File: src/sfclh_pkg.sv
// Shared constants, types and helper functions of the cycle loss histogram.
package sfclh_pkg;

   // Histogram geometry
   localparam int RSSI_BINS = 64;
   localparam int SF_COUNT  = 6;
   localparam int SF_BASE   = 7;
   localparam int CELLS     = SF_COUNT * RSSI_BINS;
   localparam int ADDR_W    = $clog2(CELLS);
   localparam int ROW_W     = (SF_COUNT > 1) ? $clog2(SF_COUNT) : 1;
   localparam int COL_W     = $clog2(RSSI_BINS);

   // Field widths
   localparam int SF_W     = 4;
   localparam int RSSI_W   = 9;
   localparam int OFF_W    = 8;
   localparam int RD_ROW_W = 3;
   localparam int RD_COL_W = 6;
   localparam int CNT_W    = 32;

   // Arithmetic widths: signed bin column, RSSI difference, divisor, numerator
   localparam int BIN_W  = 11;
   localparam int DIFF_W = 11;
   localparam int D_W    = $clog2(SF_COUNT + 1);
   localparam int MAG_W  = 11 + $clog2(SF_COUNT);
   localparam int NUM_W  = MAG_W + 1;

   // Register interface
   localparam int PADDR_W = 3;
   localparam int PDATA_W = 32;
   localparam logic [PADDR_W-3:0] REG_RSSI_OFFSET = '0;

   // Request codes
   localparam logic REQ_PACKET = 1'b0;
   localparam logic REQ_READ   = 1'b1;

   typedef enum logic [3:0] {
      ST_CLEAR,
      ST_IDLE,
      ST_CUR,
      ST_RD,
      ST_WR,
      ST_SETUP,
      ST_DIV_GO,
      ST_DIV_WAIT,
      ST_NEXT,
      ST_RRD,
      ST_RRESP
   } state_type;

   typedef struct packed {
      logic             start;
      logic [MAG_W-1:0] dividend;
      logic [D_W-1:0]   divisor;
   } div_req_type;

   typedef struct packed {
      logic             done;
      logic [MAG_W-1:0] quotient;
   } div_rsp_type;

   // Saturating counter increment
   function automatic logic [CNT_W-1:0] sat_inc(input logic [CNT_W-1:0] v);
      sat_inc = (v == '1) ? v : v + CNT_W'(1);
   endfunction

   // Flat cell address of a (row, column) pair
   function automatic logic [ADDR_W-1:0] cell_addr(input logic [ROW_W-1:0] row,
                                                   input logic [COL_W-1:0] col);
      cell_addr = ADDR_W'(row) * ADDR_W'(RSSI_BINS) + ADDR_W'(col);
   endfunction

endpackage

File: src/sfclh_div.sv
// Restoring divider, one quotient bit per cycle, unsigned magnitude by small divisor.
module sfclh_div (
   input  logic                   clock,
   input  logic                   reset,
   input  sfclh_pkg::div_req_type div_req,
   output sfclh_pkg::div_rsp_type div_rsp
);
   import sfclh_pkg::*;

   localparam int STEP_W = (MAG_W > 1) ? $clog2(MAG_W) : 1;

   logic              busy_ff, busy_in;
   logic              done_ff, done_in;
   logic [STEP_W-1:0] step_ff, step_in;
   logic [D_W-1:0]    rem_ff, rem_in;
   logic [MAG_W-1:0]  quo_ff, quo_in;
   logic [D_W-1:0]    dvs_ff, dvs_in;

   logic [D_W:0]      trial;
   logic              fits;

   // Trial subtract of the shifted partial remainder
   always_comb begin
      trial = {rem_ff, quo_ff[MAG_W-1]};
      fits  = trial >= {1'b0, dvs_ff};
   end

   // Load on start, then shift one dividend bit per cycle
   always_comb begin
      busy_in = busy_ff;
      done_in = 1'b0;
      step_in = step_ff;
      rem_in  = rem_ff;
      quo_in  = quo_ff;
      dvs_in  = dvs_ff;
      if (div_req.start) begin
         busy_in = 1'b1;
         step_in = '0;
         rem_in  = '0;
         quo_in  = div_req.dividend;
         dvs_in  = div_req.divisor;
      end else if (busy_ff) begin
         rem_in  = fits ? D_W'(trial - {1'b0, dvs_ff}) : D_W'(trial);
         quo_in  = {quo_ff[MAG_W-2:0], fits};
         step_in = step_ff + STEP_W'(1);
         if (step_ff == STEP_W'(MAG_W - 1)) begin
            busy_in = 1'b0;
            done_in = 1'b1;
         end
      end
   end

   always_ff @(posedge clock) begin
      if (reset) begin
         busy_ff <= 1'b0;
         done_ff <= 1'b0;
         step_ff <= '0;
      end else begin
         busy_ff <= busy_in;
         done_ff <= done_in;
         step_ff <= step_in;
      end
   end

   always_ff @(posedge clock) begin
      rem_ff <= rem_in;
      quo_ff <= quo_in;
      dvs_ff <= dvs_in;
   end

   assign div_rsp.done     = done_ff;
   assign div_rsp.quotient = quo_ff;

endmodule

File: config.mk
export PLATFORM = sky130hd
export DESIGN_NAME = sfclh_div
export DESIGN_NICKNAME = d
export VERILOG_FILES = /design/src/sfclh_pkg.sv /design/src/sfclh_div.sv
export SDC_FILE = /design/constraint.sdc
export NUM_CORES = 1
export LEC_CHECK = 0
export BUFFER_PORTS_ARGS = -buffer_cell sky130_fd_sc_hd__buf_2
export CAP_MARGIN = 15
export CORE_MARGIN = 1.5
export CORE_UTILIZATION = 40
export DETAILED_ROUTE_END_ITERATION = 8
export SLEW_MARGIN = 20
export SYNTH_ARGS = -nofsm -noshare
export SYNTH_HDL_FRONTEND = slang
export SYNTH_SLANG_ARGS = --single-unit
File: constraint.sdc
create_clock -name clock -period 2 [get_ports clock]
set_input_delay 0.3 -clock clock [delete_from_list [all_inputs] [get_ports clock]]
set_output_delay 0.3 -clock clock [all_outputs]
set_load 0.01 [all_outputs]
# [After elaboration in Yosys (flattened, before gate mapping)]
# Index checks and enable logic that the tools add are counted.
[totals] regBits=26 out_inout_bits=15 wordCells=21
[classes] addsub=2 magnitude_cmp=1 n_eq_ne=1 mux=7 n_bitwise=1 reduce_logical=3
[ops] operator="14-bit 2-to-1 mux" count=2
[ops] operator="4-bit by 1-bit adder with 4-bit output, second input constant" count=1
[ops] operator="4-bit equality test, second input constant" count=1
[ops] operator="4-bit by 3-bit greater-or-equal comparator with 1-bit output" count=1
[ops] operator="1-bit 2-to-1 mux" count=4
[ops] operator="3-bit 2-to-1 mux" count=1
[ops] operator="3-bit OR reduction" count=1
[ops] operator="3-bit subtractor" count=1
[ops] operator="2-bit nonzero test" count=1
[ops] operator="2-bit OR reduction" count=1
[ops] operator="1-bit inverter" count=1

# [Longest topological paths before layout]
[depth] ltp_word=4 ltp_mapped=6 ltp_nobuf=6

# [Least setup slack after synthesis]
# No wires, ideal clock.
[synth_timing] path_type="register to register" from="register quo_ff[13]" to="register rem_ff[2]" setup_time_ps=117 t_arrival_ps=1596 required_ps=1883 path_slack_ps=286 path_stages_with_launch=6 path_buffers=0 period_less_slack_ps=1714 path_cell_list="edfxtp_1 > inv_1 > ha_1 > and3_1 > or4_1 > a32o_1"
[synth_via] elab_chain_cells=2 elab_cells_between_ends=3
[synth_lines] element="start, declared" line_no="sfclh_div.sv:16" source="logic [MAG_W-1:0] quo_ff, quo_in;"
[synth_lines] element="start signal, assigned" line_no="sfclh_div.sv:67" source="quo_ff <= quo_in;"
[synth_lines] element="4-bit by 3-bit greater-or-equal comparator with 1-bit output or 3-bit subtractor (tied branches)" line_no="sfclh_div.sv:25, sfclh_div.sv:43"
[synth_lines] element="3-bit 2-to-1 mux (*)" line_no="sfclh_div.sv:43" source="rem_in = fits ? D_W'(trial - {1'b0, dvs_ff}) : D_W'(trial);"
[synth_lines] element="end signal, assigned" line_no="sfclh_div.sv:66" source="rem_ff <= rem_in;"
[synth_lines] element="end, declared" line_no="sfclh_div.sv:15" source="logic [D_W-1:0] rem_ff, rem_in;"
# Mark *: on every way between the ends. The rest lies on a longest branch, timed or not.
# A chain may end at the register's enable or synchronous reset.

# [Final worst setup path]
[layout_timing] from="register dvs_ff[1]" to="register rem_ff[2]"
[layout_via] elab_chain_cells=2 elab_cells_between_ends=3
[layout_lines] element="start, declared" line_no="sfclh_div.sv:17" source="logic [D_W-1:0] dvs_ff, dvs_in;"
[layout_lines] element="start signal, assigned" line_no="sfclh_div.sv:68" source="dvs_ff <= dvs_in;"
[layout_lines] element="4-bit by 3-bit greater-or-equal comparator with 1-bit output or 3-bit subtractor (tied branches)" line_no="sfclh_div.sv:25, sfclh_div.sv:43"
[layout_lines] element="3-bit 2-to-1 mux (*)" line_no="sfclh_div.sv:43"
# Marks and branches as above.

==> metrics.txt <==
outcome complete, but fails checks; failing checks design-rule violations; crit path cell chain inv_1, ha_1, and3_1, or4_1, a32o_1; sequential fraction of design power between 50% and 60%; Post-Syn Area 0.00120 sq mm; Worst path max stage delay 470 ps; Slew HR 63.4%; final instance area 0.00145 sq mm; top_reg_cell synth edfxtp_1; clk buf depth 2; Clock Latency Late Sink 310 ps; P_int 938 uW; Compound-Gate Fraction of Synth Area about 6.3%; largest area contributor in the netlist edfxtp_1; Total GRT Usage 13.6%; mux share of post-synthesis cell area 13.1%; Rows 19; Post-Syn Nets 119; Port Buffer Count 34; final cell count without fillers 159; H-tree depth 1; initial antenna violation count 0; Synth Register Bits 26; logic gate share of total power 16.9%; PnR worst setup slack 218 ps; ys async rst share 0%; routability cong. ~0.82; Worst Path Max Fanout 2; Setup CP Type reg -> reg; die height between 50 and 60 um; largest family of logic cells by synthesized area multiplexers; RSZ-0062 raised after global routing no; Post-synth EDFFs 17; Placed Cells 155; Initial Util 42.8%; vias in the first global route 812; Yosys warning count 0; CTS hold repair buffers 0; peak supply drop roughly 0.42 mV; Synth Area in Adders approximately 6.9%; Clock Power Share 28.9%; Mean Syn Cell Area 12.9 sq um; Final Critical Period 1780 ps; layout cells sized above 1 a little over two fifths; First-pass DRT Iterations 8; number of buffers created by CTS 3; hpwl dp roughly 1.5 mm; DRC 2; number of distinct library cells after synthesis 32; Leak between 0.6 and 0.7 nW; CTS tree yes; xor-xnor portion of the synthesized cell area 2.19%; CP max-delay cell or4_1; Sw Share approximately 23%; Die Area around 0.0033 sq mm; routed via count 828; I/O pin cnt 35; sequential fraction of the synthesis area 57.6%; clock-pin slew on the worst setup and hold paths 140 ps; Root Driver clkbuf_4; max_cap viols 0; Post-CTS Resized 0; Worst Setup End Kind flip-flop; grt ovf 0; Tcrit/Tclk final 89.1%; routed vias/inst approximately 5.2; Min-Delay Path Class in -> reg; post-CTS setup buffers 0; fmax 561 MHz; wire per inst 13.2 um; Hold Vio Cnt, Final 0; Worst setup SP type flip-flop; Final Max Tran Viols 0; Area Overhead vs Synth 20.9%; Final Setup Violations 0; Net Sw Power 283 uW; global-route wire length before repair 3.51 mm; Req. time, crit path ~2200 ps; placed cell areas roughly 0.0014 sq mm; clock sink total 26; Die X-Extent 57.8 um; Final Skew 5.43 ps; largest cells by area after synthesis edfxtp_1 43%, dfxtp_1 15%, mux2_2 13%, ha_1 5.2%, nor2_1 2.8%; core footprint 0.00281 sq mm; dpl ws roughly 230 ps; Yosys top cell area share 42.5%; Final ANT Viol Nets 0; Worst-Margin Slew 548 ps; largest net degree at the start of global routing 25; pwr dens 842 mW/mm^2; final WL 2.10 mm; Synth Area in Simple Gates between 10% and 20%; layout net count 155; cells after synthesis 93; total power approximately 1.2 mW; drt initial violations 31; Setup TNS Final 0 ps; n_diodes 0; Arrival @ worst endpoint 2000 ps
synth_stat cells (all sizes together), types with 2 or more instances:
library cell  instances
buf                   2
clkbuf                2
dfxtp                 9
edfxtp               17
ha                    5
inv                   7
mux2                 14
nand2                 2
nand3                 2
nand4                 2
nor2                  9
nor3b                 2
or2                   2
xor2                  2
power groups by stage:
stage                     combinational, mW  sequential, mW  clock (mW)
after floorplan                       0.119           0.682           0
after global placement                0.204           0.673           0
after detailed placement              0.208           0.674           0
after CTS                             0.209           0.662       0.367
after global routing                  0.231           0.669       0.379
final                                 0.207           0.661       0.352
final timing paths:
check / start / endpoint / slack, ps / cells past startpoint
max reg2reg: dvs_ff[1] / rem_ff[2] / 220 / 5
min: reset / busy_ff / 140 / 2
min reg2reg: step_ff[3] / done_ff / 500 / 2
max: dvs_ff[1] / rem_ff[2] / 220 / 5
metal layers:
| layer | track usage [%] | share of wire (%) | vias to the layer above |
|---|---|---|---|
| met3 | 2.46 | 4.4 | 2 |
| met2 | 21.8 | 48 | 22 |
| li1 | - | - | 410 |
| met5 | 0 | 0 | - |
| met4 | 5.98 | 1.0 | 0 |
| met1 | 18.2 | 46 | 394 |
critical path: cells and delay by family, from the launching register on:
kind,cells,cell delay (ps)
DFF,1,450
buffers and inverters,1,90
AOI/OAI and AO/OA,1,270
and+or+nand+nor,2,650
adders and majority gates,1,230
layout by cell type (no fill, tap or decap), types with 2 or more instances in the layout:
master    instances
clkbuf_4          3
buf_2            34
ha_1              5
nor2_1            9
dfxtp_1           9
nand4_1           2
nand2_1           2
nand3_1           2
mux2_2           14
xor2_1            2
inv_1             7
nor3b_1           2
edfxtp_1         17
through the flow:
step | hold WS [ps] | util (%)
3_3_place_gp | 478 | 49.8
6_report | 142 | 51.7
3_5_place_dp | 479 | 49.8
5_1_grt | 131 | 51.7
4_1_cts | 127 | 51.7
2_1_floorplan | 372 | -
sequential cells by signal (all words and copies together), names as in the netlist:
signal	count
done_ff	1
busy_ff	1
step_ff	4
dvs_ff	3
quo_ff	14
rem_ff	3
final cells by class:
class	instances	area [sq um]
Multi-Input combinational cell	56	464
Clock buffer	3	22.5
Inverter	7	26.3
Clock inverter	1	30.0
Fill cell	257	1360
Timing Repair Buffer	35	178
Tap cell	31	38.8
Sequential cell	26	691
cell families after synthesis:
| family | count (synthesis) |
|---|---|
| mux | 14 |
| buf+inv | 11 |
| flops | 26 |
| fa+ha+maj | 6 |
| xor+xnor | 3 |
| simple gates | 23 |
| compound gates | 10 |
Note: power is estimated with default switching activity, not from simulation.
